File: src/lcts_pkg.sv
// ----------------------------------------------------------------------------
// lcts_pkg: shared types for the loose C++ token splitter
// Lexer mode codes, token kind and error codes, and the structs that carry
// one source byte and one classified result between the pipeline stages.
// ----------------------------------------------------------------------------
package lcts_pkg;

    // Lexer mode held between source bytes
    typedef enum logic [3:0] {
        MODE_IDLE    = 4'd0,
        MODE_IDENT   = 4'd1,
        MODE_NUM     = 4'd2,
        MODE_NUMEXP  = 4'd3,
        MODE_DOT     = 4'd4,
        MODE_CHOPEN  = 4'd5,
        MODE_CHESC   = 4'd6,
        MODE_CHCLOSE = 4'd7,
        MODE_STR     = 4'd8,
        MODE_STRESC  = 4'd9,
        MODE_OPS     = 4'd10
    } mode_t;

    // Token kind reported with each byte
    typedef enum logic [2:0] {
        KIND_NONE   = 3'd0,
        KIND_IDENT  = 3'd1,
        KIND_NUM    = 3'd2,
        KIND_CHAR   = 3'd3,
        KIND_STRING = 3'd4,
        KIND_OPRUN  = 3'd5,
        KIND_SINGLE = 3'd6
    } kind_t;

    // Error code reported with each byte
    typedef enum logic [1:0] {
        ERR_NONE       = 2'd0,
        ERR_CHAR_END   = 2'd1,
        ERR_NO_CLOSE   = 2'd2
    } err_t;

    // One source byte
    typedef struct packed {
        logic [7:0] ch;
        logic       last;
    } item_t;

    // Classification of one source byte
    typedef struct packed {
        logic  starts_token;
        logic  skipped;
        kind_t kind;
        err_t  error;
    } result_t;

endpackage

File: src/lcts_in_stage.sv
// ----------------------------------------------------------------------------
// lcts_in_stage: input register of the token splitter
// Captures one source byte per transfer and holds it until the lexer step
// moves it on to the result register.
// ----------------------------------------------------------------------------
module lcts_in_stage
(
    input  logic           clk,
    input  logic           rst_n,
    input  logic           s_axis_tvalid,
    output logic           s_axis_tready,
    input  logic [7:0]     s_axis_tdata,   // [7:0] ch
    input  logic           s_axis_tlast,   // last
    input  logic           advance,
    output logic           item_valid,
    output lcts_pkg::item_t item
);

    logic            valid_reg;
    logic            valid_next;
    lcts_pkg::item_t item_reg;

    // Accept when empty or when the held byte moves on this cycle
    assign s_axis_tready = !valid_reg || advance;

    always_comb
    begin
        valid_next = valid_reg;
        if (s_axis_tready)
        begin
            valid_next = s_axis_tvalid;
        end
    end

    // Hold control state
    always_ff @(posedge clk or negedge rst_n)
    begin
        if (!rst_n)
        begin
            valid_reg <= 1'b0;
        end
        else
        begin
            valid_reg <= valid_next;
        end
    end

    // Capture the payload on each transfer
    always_ff @(posedge clk)
    begin
        if (s_axis_tvalid && s_axis_tready)
        begin
            item_reg.ch   <= s_axis_tdata;
            item_reg.last <= s_axis_tlast;
        end
    end

    assign item_valid = valid_reg;
    assign item       = item_reg;

endmodule

File: src/lcts_core.sv
// ----------------------------------------------------------------------------
// lcts_core: lexer step and mode register
// Classifies the held byte against the current lexer mode and advances the
// mode whenever the byte moves into the result register.
// ----------------------------------------------------------------------------
module lcts_core
(
    input  logic              clk,
    input  logic              rst_n,
    input  logic              step,
    input  lcts_pkg::item_t   item,
    output lcts_pkg::result_t result
);

    lcts_pkg::mode_t mode_reg;
    lcts_pkg::mode_t mode_next;

    function automatic logic is_alpha(input logic [7:0] c);
        return (c >= "a" && c <= "z") || (c >= "A" && c <= "Z");
    endfunction

    function automatic logic is_digit(input logic [7:0] c);
        return c >= "0" && c <= "9";
    endfunction

    function automatic logic is_blank(input logic [7:0] c);
        return c == 8'h20 || c == 8'h09 || c == 8'h0B || c == 8'h0C || c == 8'h0D;
    endfunction

    function automatic logic is_op(input logic [7:0] c);
        return c == "+" || c == "-" || c == "*" || c == "/" || c == "=" ||
               c == "^" || c == "%" || c == "|" || c == "!" || c == "&" ||
               c == "<" || c == ">" || c == ":" || c == "?" || c == ".";
    endfunction

    logic [7:0] c;
    logic       num_byte;
    logic       taken;
    lcts_pkg::mode_t mode_step;

    assign c = item.ch;
    assign num_byte = is_alpha(c) || is_digit(c) || c == "." || c == "*" || c == "_";

    // Continue the current token, or start a new one from idle
    always_comb
    begin
        result.starts_token = 1'b0;
        result.skipped      = 1'b0;
        result.kind         = lcts_pkg::KIND_NONE;
        result.error        = lcts_pkg::ERR_NONE;
        taken               = 1'b0;
        mode_step           = mode_reg;

        case (mode_reg)
            lcts_pkg::MODE_IDENT:
            begin
                if (c == "_" || is_alpha(c) || is_digit(c))
                begin
                    result.kind = lcts_pkg::KIND_IDENT;
                    taken       = 1'b1;
                end
            end
            lcts_pkg::MODE_NUMEXP, lcts_pkg::MODE_NUM:
            begin
                if (mode_reg == lcts_pkg::MODE_NUMEXP && (c == "+" || c == "-"))
                begin
                    result.kind = lcts_pkg::KIND_NUM;
                    mode_step   = lcts_pkg::MODE_NUM;
                    taken       = 1'b1;
                end
                else if (num_byte)
                begin
                    result.kind = lcts_pkg::KIND_NUM;
                    mode_step   = (c == "e" || c == "E") ? lcts_pkg::MODE_NUMEXP
                                                         : lcts_pkg::MODE_NUM;
                    taken       = 1'b1;
                end
            end
            lcts_pkg::MODE_DOT:
            begin
                if (is_digit(c) || c == "*" || c == ".")
                begin
                    result.kind = lcts_pkg::KIND_NUM;
                    mode_step   = lcts_pkg::MODE_NUM;
                    taken       = 1'b1;
                end
            end
            lcts_pkg::MODE_CHOPEN:
            begin
                result.kind = lcts_pkg::KIND_CHAR;
                taken       = 1'b1;
                mode_step   = (c == "\\") ? lcts_pkg::MODE_CHESC : lcts_pkg::MODE_CHCLOSE;
            end
            lcts_pkg::MODE_CHESC:
            begin
                result.kind = lcts_pkg::KIND_CHAR;
                taken       = 1'b1;
                mode_step   = lcts_pkg::MODE_CHCLOSE;
            end
            lcts_pkg::MODE_CHCLOSE:
            begin
                result.kind = lcts_pkg::KIND_CHAR;
                taken       = 1'b1;
                if (c != "'")
                begin
                    result.error = lcts_pkg::ERR_NO_CLOSE;
                end
                mode_step   = lcts_pkg::MODE_IDLE;
            end
            lcts_pkg::MODE_STR:
            begin
                result.kind = lcts_pkg::KIND_STRING;
                taken       = 1'b1;
                if (c == "\"")
                begin
                    mode_step = lcts_pkg::MODE_IDLE;
                end
                else if (c == "\\")
                begin
                    mode_step = lcts_pkg::MODE_STRESC;
                end
            end
            lcts_pkg::MODE_STRESC:
            begin
                result.kind = lcts_pkg::KIND_STRING;
                taken       = 1'b1;
                mode_step   = lcts_pkg::MODE_STR;
            end
            lcts_pkg::MODE_OPS:
            begin
                if (is_op(c))
                begin
                    result.kind = lcts_pkg::KIND_OPRUN;
                    taken       = 1'b1;
                end
            end
            default:
            begin
                taken = 1'b0;
            end
        endcase

        // Byte ends the current token: handle it from idle
        if (!taken)
        begin
            mode_step = lcts_pkg::MODE_IDLE;
            if (is_blank(c))
            begin
                result.skipped = 1'b1;
            end
            else
            begin
                result.starts_token = 1'b1;
                if (is_alpha(c) || c == "_")
                begin
                    result.kind = lcts_pkg::KIND_IDENT;
                    mode_step   = lcts_pkg::MODE_IDENT;
                end
                else if (is_digit(c))
                begin
                    result.kind = lcts_pkg::KIND_NUM;
                    mode_step   = lcts_pkg::MODE_NUM;
                end
                else if (c == ".")
                begin
                    result.kind = lcts_pkg::KIND_SINGLE;
                    mode_step   = lcts_pkg::MODE_DOT;
                end
                else if (c == "'")
                begin
                    result.kind = lcts_pkg::KIND_CHAR;
                    mode_step   = lcts_pkg::MODE_CHOPEN;
                end
                else if (c == "\"")
                begin
                    result.kind = lcts_pkg::KIND_STRING;
                    mode_step   = lcts_pkg::MODE_STR;
                end
                else if (is_op(c))
                begin
                    result.kind = lcts_pkg::KIND_OPRUN;
                    mode_step   = lcts_pkg::MODE_OPS;
                end
                else
                begin
                    result.kind = lcts_pkg::KIND_SINGLE;
                end
            end
        end

        // End of buffer: flag an open char literal and drop back to idle
        mode_next = mode_step;
        if (item.last)
        begin
            if (mode_step == lcts_pkg::MODE_CHOPEN || mode_step == lcts_pkg::MODE_CHESC ||
                mode_step == lcts_pkg::MODE_CHCLOSE)
            begin
                result.error = lcts_pkg::ERR_CHAR_END;
            end
            mode_next = lcts_pkg::MODE_IDLE;
        end
    end

    // Advance the mode once per byte
    always_ff @(posedge clk or negedge rst_n)
    begin
        if (!rst_n)
        begin
            mode_reg <= lcts_pkg::MODE_IDLE;
        end
        else if (step)
        begin
            mode_reg <= mode_next;
        end
    end

    // A byte that ends the buffer leaves the lexer idle
    assert property (@(posedge clk) disable iff (!rst_n)
        step && item.last |=> mode_reg == lcts_pkg::MODE_IDLE)
        else $error("lexer mode not idle after end of buffer");

    // Skipped whitespace carries no kind and starts nothing
    assert property (@(posedge clk) disable iff (!rst_n)
        step && result.skipped |->
            result.kind == lcts_pkg::KIND_NONE && !result.starts_token)
        else $error("skipped byte reported with a token kind");

    // Errors only come out of a char literal
    assert property (@(posedge clk) disable iff (!rst_n)
        step && result.error != lcts_pkg::ERR_NONE |-> result.kind == lcts_pkg::KIND_CHAR)
        else $error("error reported outside a char literal");

    // Char literal escape always goes on to the closing position
    assert property (@(posedge clk) disable iff (!rst_n)
        step && mode_reg == lcts_pkg::MODE_CHESC && !item.last
            |=> mode_reg == lcts_pkg::MODE_CHCLOSE)
        else $error("char escape did not reach closing position");

endmodule

File: src/lcts_out_stage.sv
// ----------------------------------------------------------------------------
// lcts_out_stage: result register of the token splitter
// Holds one classified byte until the downstream side takes it, and tells
// the input side when the pipeline may move.
// ----------------------------------------------------------------------------
module lcts_out_stage
(
    input  logic              clk,
    input  logic              rst_n,
    input  logic              item_valid,
    input  lcts_pkg::result_t result,
    output logic              advance,
    output logic              m_axis_tvalid,
    input  logic              m_axis_tready,
    output logic [7:0]        m_axis_tdata,   // [0] starts_token, [1] skipped, [3:2] error
    output logic [2:0]        m_axis_tuser    // [2:0] kind
);

    logic              valid_reg;
    logic              valid_next;
    lcts_pkg::result_t result_reg;

    // Move when empty or when the held result is taken this cycle
    assign advance = !valid_reg || m_axis_tready;

    always_comb
    begin
        valid_next = valid_reg;
        if (advance)
        begin
            valid_next = item_valid;
        end
    end

    always_ff @(posedge clk or negedge rst_n)
    begin
        if (!rst_n)
        begin
            valid_reg <= 1'b0;
        end
        else
        begin
            valid_reg <= valid_next;
        end
    end

    // Capture the result of each byte that moves in
    always_ff @(posedge clk)
    begin
        if (advance && item_valid)
        begin
            result_reg <= result;
        end
    end

    // Pack the result fields
    assign m_axis_tvalid = valid_reg;
    assign m_axis_tdata  = {4'b0000, result_reg.error, result_reg.skipped,
                            result_reg.starts_token};
    assign m_axis_tuser  = result_reg.kind;

endmodule

File: src/loose_cpp_token_splitter_top.sv
// ----------------------------------------------------------------------------
// loose_cpp_token_splitter_top: streaming C++-like token boundary marker
//
//   channel  dir  tdata                                 tuser      tlast
//   s_axis   in   [7:0] ch                              -          last
//   m_axis   out  [0] starts_token [1] skipped [3:2]    [2:0] kind -
//                 error
//
// One byte in, one result out. Each byte passes through the input register and
// then the result register; throughput is one byte per cycle while m_axis is
// not stalled, and the lexer mode register is the only loop.
// Reset clears both stage valids and returns the lexer to idle.
// A stall on m_axis holds the result register; the input register still
// takes a byte while it is empty or the result register is empty or being taken.
// ----------------------------------------------------------------------------
module loose_cpp_token_splitter_top
(
    input  logic       clk,
    input  logic       rst_n,
    input  logic       s_axis_tvalid,
    output logic       s_axis_tready,
    input  logic [7:0] s_axis_tdata,   // [7:0] ch
    input  logic       s_axis_tlast,   // last
    output logic       m_axis_tvalid,
    input  logic       m_axis_tready,
    output logic [7:0] m_axis_tdata,   // [0] starts_token, [1] skipped, [3:2] error
    output logic [2:0] m_axis_tuser    // [2:0] kind
);

    logic              advance;
    logic              item_valid;
    lcts_pkg::item_t   item;
    lcts_pkg::result_t result;

    // Input register
    lcts_in_stage u_in_stage
    (
        .clk           (clk),
        .rst_n         (rst_n),
        .s_axis_tvalid (s_axis_tvalid),
        .s_axis_tready (s_axis_tready),
        .s_axis_tdata  (s_axis_tdata),
        .s_axis_tlast  (s_axis_tlast),
        .advance       (advance),
        .item_valid    (item_valid),
        .item          (item)
    );

    // Lexer step
    lcts_core u_core
    (
        .clk    (clk),
        .rst_n  (rst_n),
        .step   (item_valid && advance),
        .item   (item),
        .result (result)
    );

    // Result register
    lcts_out_stage u_out_stage
    (
        .clk           (clk),
        .rst_n         (rst_n),
        .item_valid    (item_valid),
        .result        (result),
        .advance       (advance),
        .m_axis_tvalid (m_axis_tvalid),
        .m_axis_tready (m_axis_tready),
        .m_axis_tdata  (m_axis_tdata),
        .m_axis_tuser  (m_axis_tuser)
    );

endmodule

File: config.mk
export PLATFORM = sky130hd
export DESIGN_NAME = loose_cpp_token_splitter_top
export DESIGN_NICKNAME = d
export VERILOG_FILES = /design/src/lcts_pkg.sv /design/src/lcts_in_stage.sv /design/src/lcts_core.sv /design/src/lcts_out_stage.sv /design/src/loose_cpp_token_splitter_top.sv
export SDC_FILE = /design/constraint.sdc
export NUM_CORES = 1
export LEC_CHECK = 0
export ABC_AREA = 0
export BUFFER_PORTS_ARGS = -buffer_cell sky130_fd_sc_hd__buf_4
export CAP_MARGIN = 20
export CORE_ASPECT_RATIO = 1.75
export CORE_UTILIZATION = 54
export CTS_BUF_LIST = sky130_fd_sc_hd__clkbuf_4
export CTS_CLUSTER_DIAMETER = 30
export CTS_CLUSTER_SIZE = 25
export DETAILED_ROUTE_END_ITERATION = 10
export GPL_TIMING_DRIVEN = 0
export PLACE_DENSITY = 0.77
export SYNTH_ARGS = -nofsm -noshare
export SYNTH_HDL_FRONTEND = slang
export SYNTH_SLANG_ARGS = --single-unit
File: constraint.sdc
create_clock -name clk -period 4.7 [get_ports clk]
set_input_delay 0.47 -clock clk [delete_from_list [all_inputs] [get_ports clk]]
set_output_delay 0.47 -clock clk [all_outputs]
set_load 0.02 [all_outputs]
==> out/metrics.csv, run 1 <==
stage;metric;value;unit
sta;setup_tns;0;ns
global_routing;grt_max_degree;14;
routing;dr.pass1.iters;4;
sta;rsz0062_at_grt;no;
place;place_congestion;0.922;
cells_and_area;multi_input_area;771;µm²
run;drv_cap;0;
global_routing;grt_pass1_wl;5590;µm
logic_synthesis;synth_area;1510;µm²
clock_network;htreeDepth;1;
clock_network;clockRootBuffer;clkbuf_4;
logic_synthesis;synth_edf_count;16;
cells_and_area;drive_gt1_share;26.4;%
cells_and_area;final_cell_area;1780;µm²
logic_synthesis;syn_inst;153;
floorplan;die_y;72.0;µm
cells_and_area;fill_cells;220;
routing;avgViaCountPerCell;6.40;
hold_path;hold_start;s_axis_tdata[4];
clock_network;ctsResizeCount;0;
clock_network;cts_sinks;22;
critical_path;crit_required;4.85;ns
pwr;ir_drop;0.245;mV
cells_and_area;area_delta_synth_final;17.5;%
global_routing;grt_usage;24.1;%
clock_network;cts.clk_slew.worst_paths;0.13;ns
sta;slew_violations;0;
sta;finalHoldViolCount;0;
routing;drc;0;
global_routing;grt_pass1_vias;1310;
sta;skew;0.00157;ns
routing;ant_nets;0;
sta;final-setup-viol-count;0;
clock_network;clkLatencyLatePin;0.33;ns
floorplan;die_area;3030;µm²
critical_path;start_kind;register;
logic_synthesis;synth_seq_cells;22;
logic_synthesis;ys_seq_area_share;41.7;%
cells_and_area;nNetsFinal;196;
place;port_buffers;21;
sta;finalCritPeriodShare;55.8;%
floorplan;pin_count;26;
cells_and_area;layout_commonest_cell;buf_4;
critical_path;critical_path_arrival;2.77;ns
floorplan;fp.coreArea;2690;µm²
critical_path;worstSetupStartpoint;u_in_stage.item[2];
critical_path;crit_type;register to register;
logic_synthesis;async_flop_share;27.3;%
routing;drtIter0Drc;81;
place;placed_area;1720;µm²
sta;tightestPinTransition;0.665;ns
cells_and_area;seqCellArea;631;µm²
place;dp_hpwl;2720;µm
cells_and_area;mostFrequentLayoutCells;buf_4, edfxtp_1, nand2_1;
critical_path;endpoint_kind;register;
pwr;leakage;0.000718;µW
routing;vias;1338;
routing;totalWireLength;3540;µm
logic_synthesis;ys_warn_count;0;
global_routing;antenna_found_initial;0;
critical_path;critPathMaxFanout;9;
floorplan;fp.dieW;42.0;µm
sta;fmax;381;MHz
cells_and_area;antenna-diode-count;0;
floorplan;row_count;25;
critical_path;reg2reg_from;u_in_stage.item[2];
routing;wire_per_inst;16.9;µm
sta;period_minus_slack;2.62;ns
pwr;powerDensity;280;nW/µm²
run_status;status;finished clean;
logic_synthesis;synth-main-ff-cell;edfxtp_1;
logic_synthesis;ys_types;58;
global_routing;grt-ovfl-total;0;
clock_network;clock_path_buffers;2;
sta;relSlewSlack;55.2;%
clock_network;cts_buffers;3;
cells_and_area;largest_register_ffs;9;
floorplan;start_util;56.2;%
clock_network;cts_tree;yes;
hold_path;min_path_type;input pin to register;
logic_synthesis;syn_area_per_cell;9.89;µm²
per-stage QoR:
| stage | instances | power, µW | hold WS [ns] | util [%] | setup WS [ns] |
|---|---|---|---|---|---|
| floorplan | 156 | 314 | 0.174 | - | 2.51 |
| global placement | 204 | 345 | 0.281 | 63.8 | 2.19 |
| detailed placement | 204 | 348 | 0.283 | 63.8 | 2.18 |
| CTS | 209 | 496 | 0.309 | 66.1 | 2.14 |
| global route | 209 | 514 | 0.301 | 66.1 | 1.87 |
| finish | 209 | 499 | 0.308 | 66.1 | 2.08 |
what timing repair did:
action                    CTS  global route
hold endpoints to repair    6             0
hold buffers                1             0
buffers inserted            0             0
layer usage:
layer / vias to the layer above / track usage [%] / part of all wire [%]
li1: 632 / - / -
met1: 614 / 23.2 / 36
met2: 72 / 44.4 / 54
met3: 20 / 2.49 / 4.7
met4: 0 / 20.5 / 4.9
met5: - / 0 / 0
synthesized netlist by cell type, drive strengths merged (2+ instances only):
cell type | instances | share of area, %
edfxtp | 16 | 32
buf | 11 | 5.6
nand2 | 11 | 2.9
a21oi | 8 | 2.6
nor2 | 8 | 2.5
inv | 7 | 1.7
nor3 | 7 | 2.3
o21ai | 7 | 2.3
dfrtp | 6 | 9.9
and3 | 5 | 2.1
nand2b | 5 | 2.1
a31oi | 4 | 1.7
nand3 | 4 | 1.3
a2111oi | 3 | 3.4
a21o | 3 | 1.5
and2 | 3 | 1.4
clkbuf | 3 | 0.74
nor4 | 3 | 1.2
o31ai | 3 | 1.5
xnor2 | 3 | 1.7
a211oi | 2 | 1.3
and2b | 2 | 1.2
nand3b | 2 | 0.99
nand4 | 2 | 0.83
o221ai | 2 | 1.6
o22ai | 2 | 0.83
o41ai | 2 | 1.7
or4 | 2 | 0.99
critical path, stage by stage (launching register included):
cell	delay [ns]
edfxtp_1	0.40
buf_6	0.15
o41ai_2	0.35
a21oi_1	0.22
a311oi_1	0.45
a21o_1	0.36
a31oi_1	0.22
a2111oi_2	0.31
final cells by class:
cell class              instances  area share, %
multi-input cells             113           43.3
flip-flops and latches         22           35.5
repair buffers                 22           9.43
plain buffers                  14           5.42
well taps                      27           1.90
clock inverters                 1           1.69
inverters                       7           1.48
clock buffers                   3           1.27
worst paths after layout:
check                                         endpoint  slack [ns]  cells past startpoint
max reg2reg                u_out_stage.m_axis_tdata[2]        2.08                      7
min                                 u_in_stage.item[5]        0.31                      1
min in group asynchronous           u_core.mode_reg[3]        0.47                      2
max in group asynchronous           u_core.mode_reg[1]        4.12                      2
max                        u_out_stage.m_axis_tdata[2]        2.08                      7
min reg2reg                  u_out_stage.m_axis_tvalid        0.52                      1
power by group:
group	internal [µW]	switching, µW
Sequential	225	7.28
Clock	86.4	65.7
Combinational	47.1	67.0
Total	359	140
kinds of logic after synthesis:
group	after synthesis	share of synthesized area (%)
DFF	22	41.7
AOI/OAI and AO/OA	46	24.3
and+or+nand+nor	58	22.6
muxes	1	0.744
xor gates and xnor gates	4	2.32
other	1	0.248
buffers and inverters	21	8.11
(Power assumes the default switching activity.)
==> inputs of run 2 (changes only) <==
Clock period 4.7 ns to 2.6 ns, I/O delays scaled along.
==> out/metrics.csv, run 2 (synthesis gave the netlist of run 1 again) <==
stage;metric;value;unit;change
floorplan;pin_count;26;;unchanged
sta;hold_ws;0.0990;ns;-0.209 ns
cells_and_area;antenna-diode-count;0;;unchanged
pwr;total_power;908;µW;+82%
place;post-place-ws;0.0801;ns;-2.10 ns
routing;wire_per_inst;17.5;µm;+3.2%
routing;ant_nets;0;;unchanged
critical_path;critPathMaxFanout;10;;+1
sta;relSlewSlack;46.1;%;-9.1 points
cells_and_area;fin_cells;210;;+0.48%
place;port_buffers;21;;unchanged
floorplan;die_area;3030;µm²;unchanged
critical_path;crit_required;2.73;ns;-2.12 ns
critical_path;endpoint_kind;register;;
routing;dr.pass1.iters;4;;unchanged
routing;drtIter0Drc;56;;-31%
clock_network;clkLatencyLatePin;0.32;ns;about the same
place;placed_cells;204;;unchanged
global_routing;grt_max_degree;14;;unchanged
clock_network;clock_path_buffers;2;;unchanged
cells_and_area;layout_commonest_cell;buf_4;;
run_status;status;finished clean;;
global_routing;grt_usage;24.1;%;unchanged
cells_and_area;largest_register_ffs;9;;unchanged
pwr;powerDensity;503;nW/µm²;+79%
hold_path;min_path_type;input pin to register;;
clock_network;clockRootBuffer;clkbuf_4;;
routing;vias;1328;;-0.75%
place;dp_hpwl;2720;µm;unchanged
routing;totalWireLength;3670;µm;+3.7%
critical_path;worstSetupStartpoint;u_in_stage.item[3];;
critical_path;timing.rr.end;u_out_stage.m_axis_tuser[1];;
critical_path;reg2reg_from;u_in_stage.item[3];;
global_routing;antenna_found_initial;0;;unchanged
run;drv_cap;0;;unchanged
clock_network;htreeDepth;1;;unchanged
critical_path;crit_type;register to register;;
floorplan;fp.dieW;42.0;µm;unchanged
clock_network;cts_sinks;22;;unchanged
sta;fmax;396;MHz;+3.9%
sta;setup_tns;0;ns;unchanged
cells_and_area;nNetsFinal;197;;+0.51%
routing;drc;0;;unchanged
global_routing;grt-ovfl-total;0;;unchanged
cells_and_area;area_delta_synth_final;19.3;%;
floorplan;fp.coreArea;2690;µm²;unchanged
place;place_congestion;0.922;;unchanged
clock_network;cts.clk_slew.worst_paths;0.14;ns;about the same
critical_path;critical_path_arrival;2.65;ns;-0.12 ns
global_routing;grt_pass1_wl;5590;µm;unchanged
cells_and_area;mostFrequentLayoutCells;buf_4, edfxtp_1, nand2_1;;
sta;finalCritPeriodShare;97.2;%;+41 points
sta;rsz0062_at_grt;yes;;
floorplan;row_count;25;;unchanged
critical_path;r2r_cells;7;;unchanged
floorplan;die_y;72.0;µm;unchanged
sta;final-setup-viol-count;0;;unchanged
pwr;leakage;0.000727;µW;+1.3%
pwr;ir_drop;0.461;mV;+88%
global_routing;grt_pass1_vias;1310;;unchanged
sta;period_minus_slack;2.53;ns;-0.0977 ns
sta;finalHoldViolCount;0;;unchanged
clock_network;cts_buffers;3;;unchanged
sta;slew_violations;0;;unchanged
routing;avgViaCountPerCell;6.32;;-1.2%
critical_path;start_kind;register;;
critical_path;crit_end;u_out_stage.m_axis_tuser[1];;
sta;tightestPinTransition;0.801;ns;+0.136 ns
floorplan;start_util;56.2;%;unchanged
clock_network;cts_tree;yes;;
cells_and_area;drive_gt1_share;28.4;%;+2.0 points
sta;layout_setup_ws;0.0728;ns;-2.00 ns
sta;skew;0.00542;ns;+0.00386 ns
critical_path;r2r_slack;0.07;ns;-2.00 ns
## run 2: cell types whose count changed in the layout (fill, tap and decap cells not counted), sizes merged
| cell | delta |
|---|---|
| buf | +1 |
## run 2: worst min path at each step
stage	from	end	slack [ns]	cells after the start
after global routing	s_axis_tdata[0]	u_in_stage.item[1]	0.09	1
after CTS	s_axis_tdata[4]	u_in_stage.item[5]	0.1	1
after detailed placement	rst_n	u_core.mode_reg[3]	0.07	1
after global placement	rst_n	u_core.mode_reg[3]	0.07	1
after floorplan	rst_n	u_core.mode_reg[0]	-0.04	0
final	s_axis_tdata[0]	u_in_stage.item[1]	0.1	1
## run 2: repair_timing
item | CTS | global route
gates resized for setup | 0 | 4
endpoints found under the hold margin | 6 | 0
setup endpoints to repair | 0 | 4
buffers inserted | 0 | 1
hold buffers | 1 | 0
## run 2: critical path, stage by stage (launching register included)
cell	delay [ns]
edfxtp_1	0.40
buf_2	0.20
nand4b_1	0.17
nor3_1	0.07
a31oi_1	0.36
a21boi_0	0.71
nand2_1	0.10
o41ai_1	0.31
## run 2: area by class of cell
class                           instances  area (µm²)
Clock inverter                          1        30.0
Buffer                                 14        96.3
Tap cell                               27        33.8
Timing Repair Buffer                   23         175
Sequential cell                        22         631
Multi-Input combinational cell        113         790
Fill cell                             222         886
Clock buffer                            3        22.5
Inverter                                7        26.3
## run 2: routing by layer
layer	share of wire, %	wire (µm)	vias up	GRT usage (%)
li1	-	-	633	-
met1	36	1340	618	23.2
met2	55	2000	58	44.4
met3	3.8	141	19	2.49
met4	5.2	191	0	20.5
met5	0	0	-	0
## run 2: through the flow
stage	util (%)	cell area, µm²
after floorplan	-	1520
after global placement	63.8	1720
after detailed placement	63.8	1720
after CTS	66.1	1780
after global routing	67.1	1800
final	67.1	1800
## run 2: power by group
group,switching (µW),total [µW],internal [µW]
sequential,13.2,420,407
clock,118,274,156
combinational,125,214,88.8
total,256,908,652
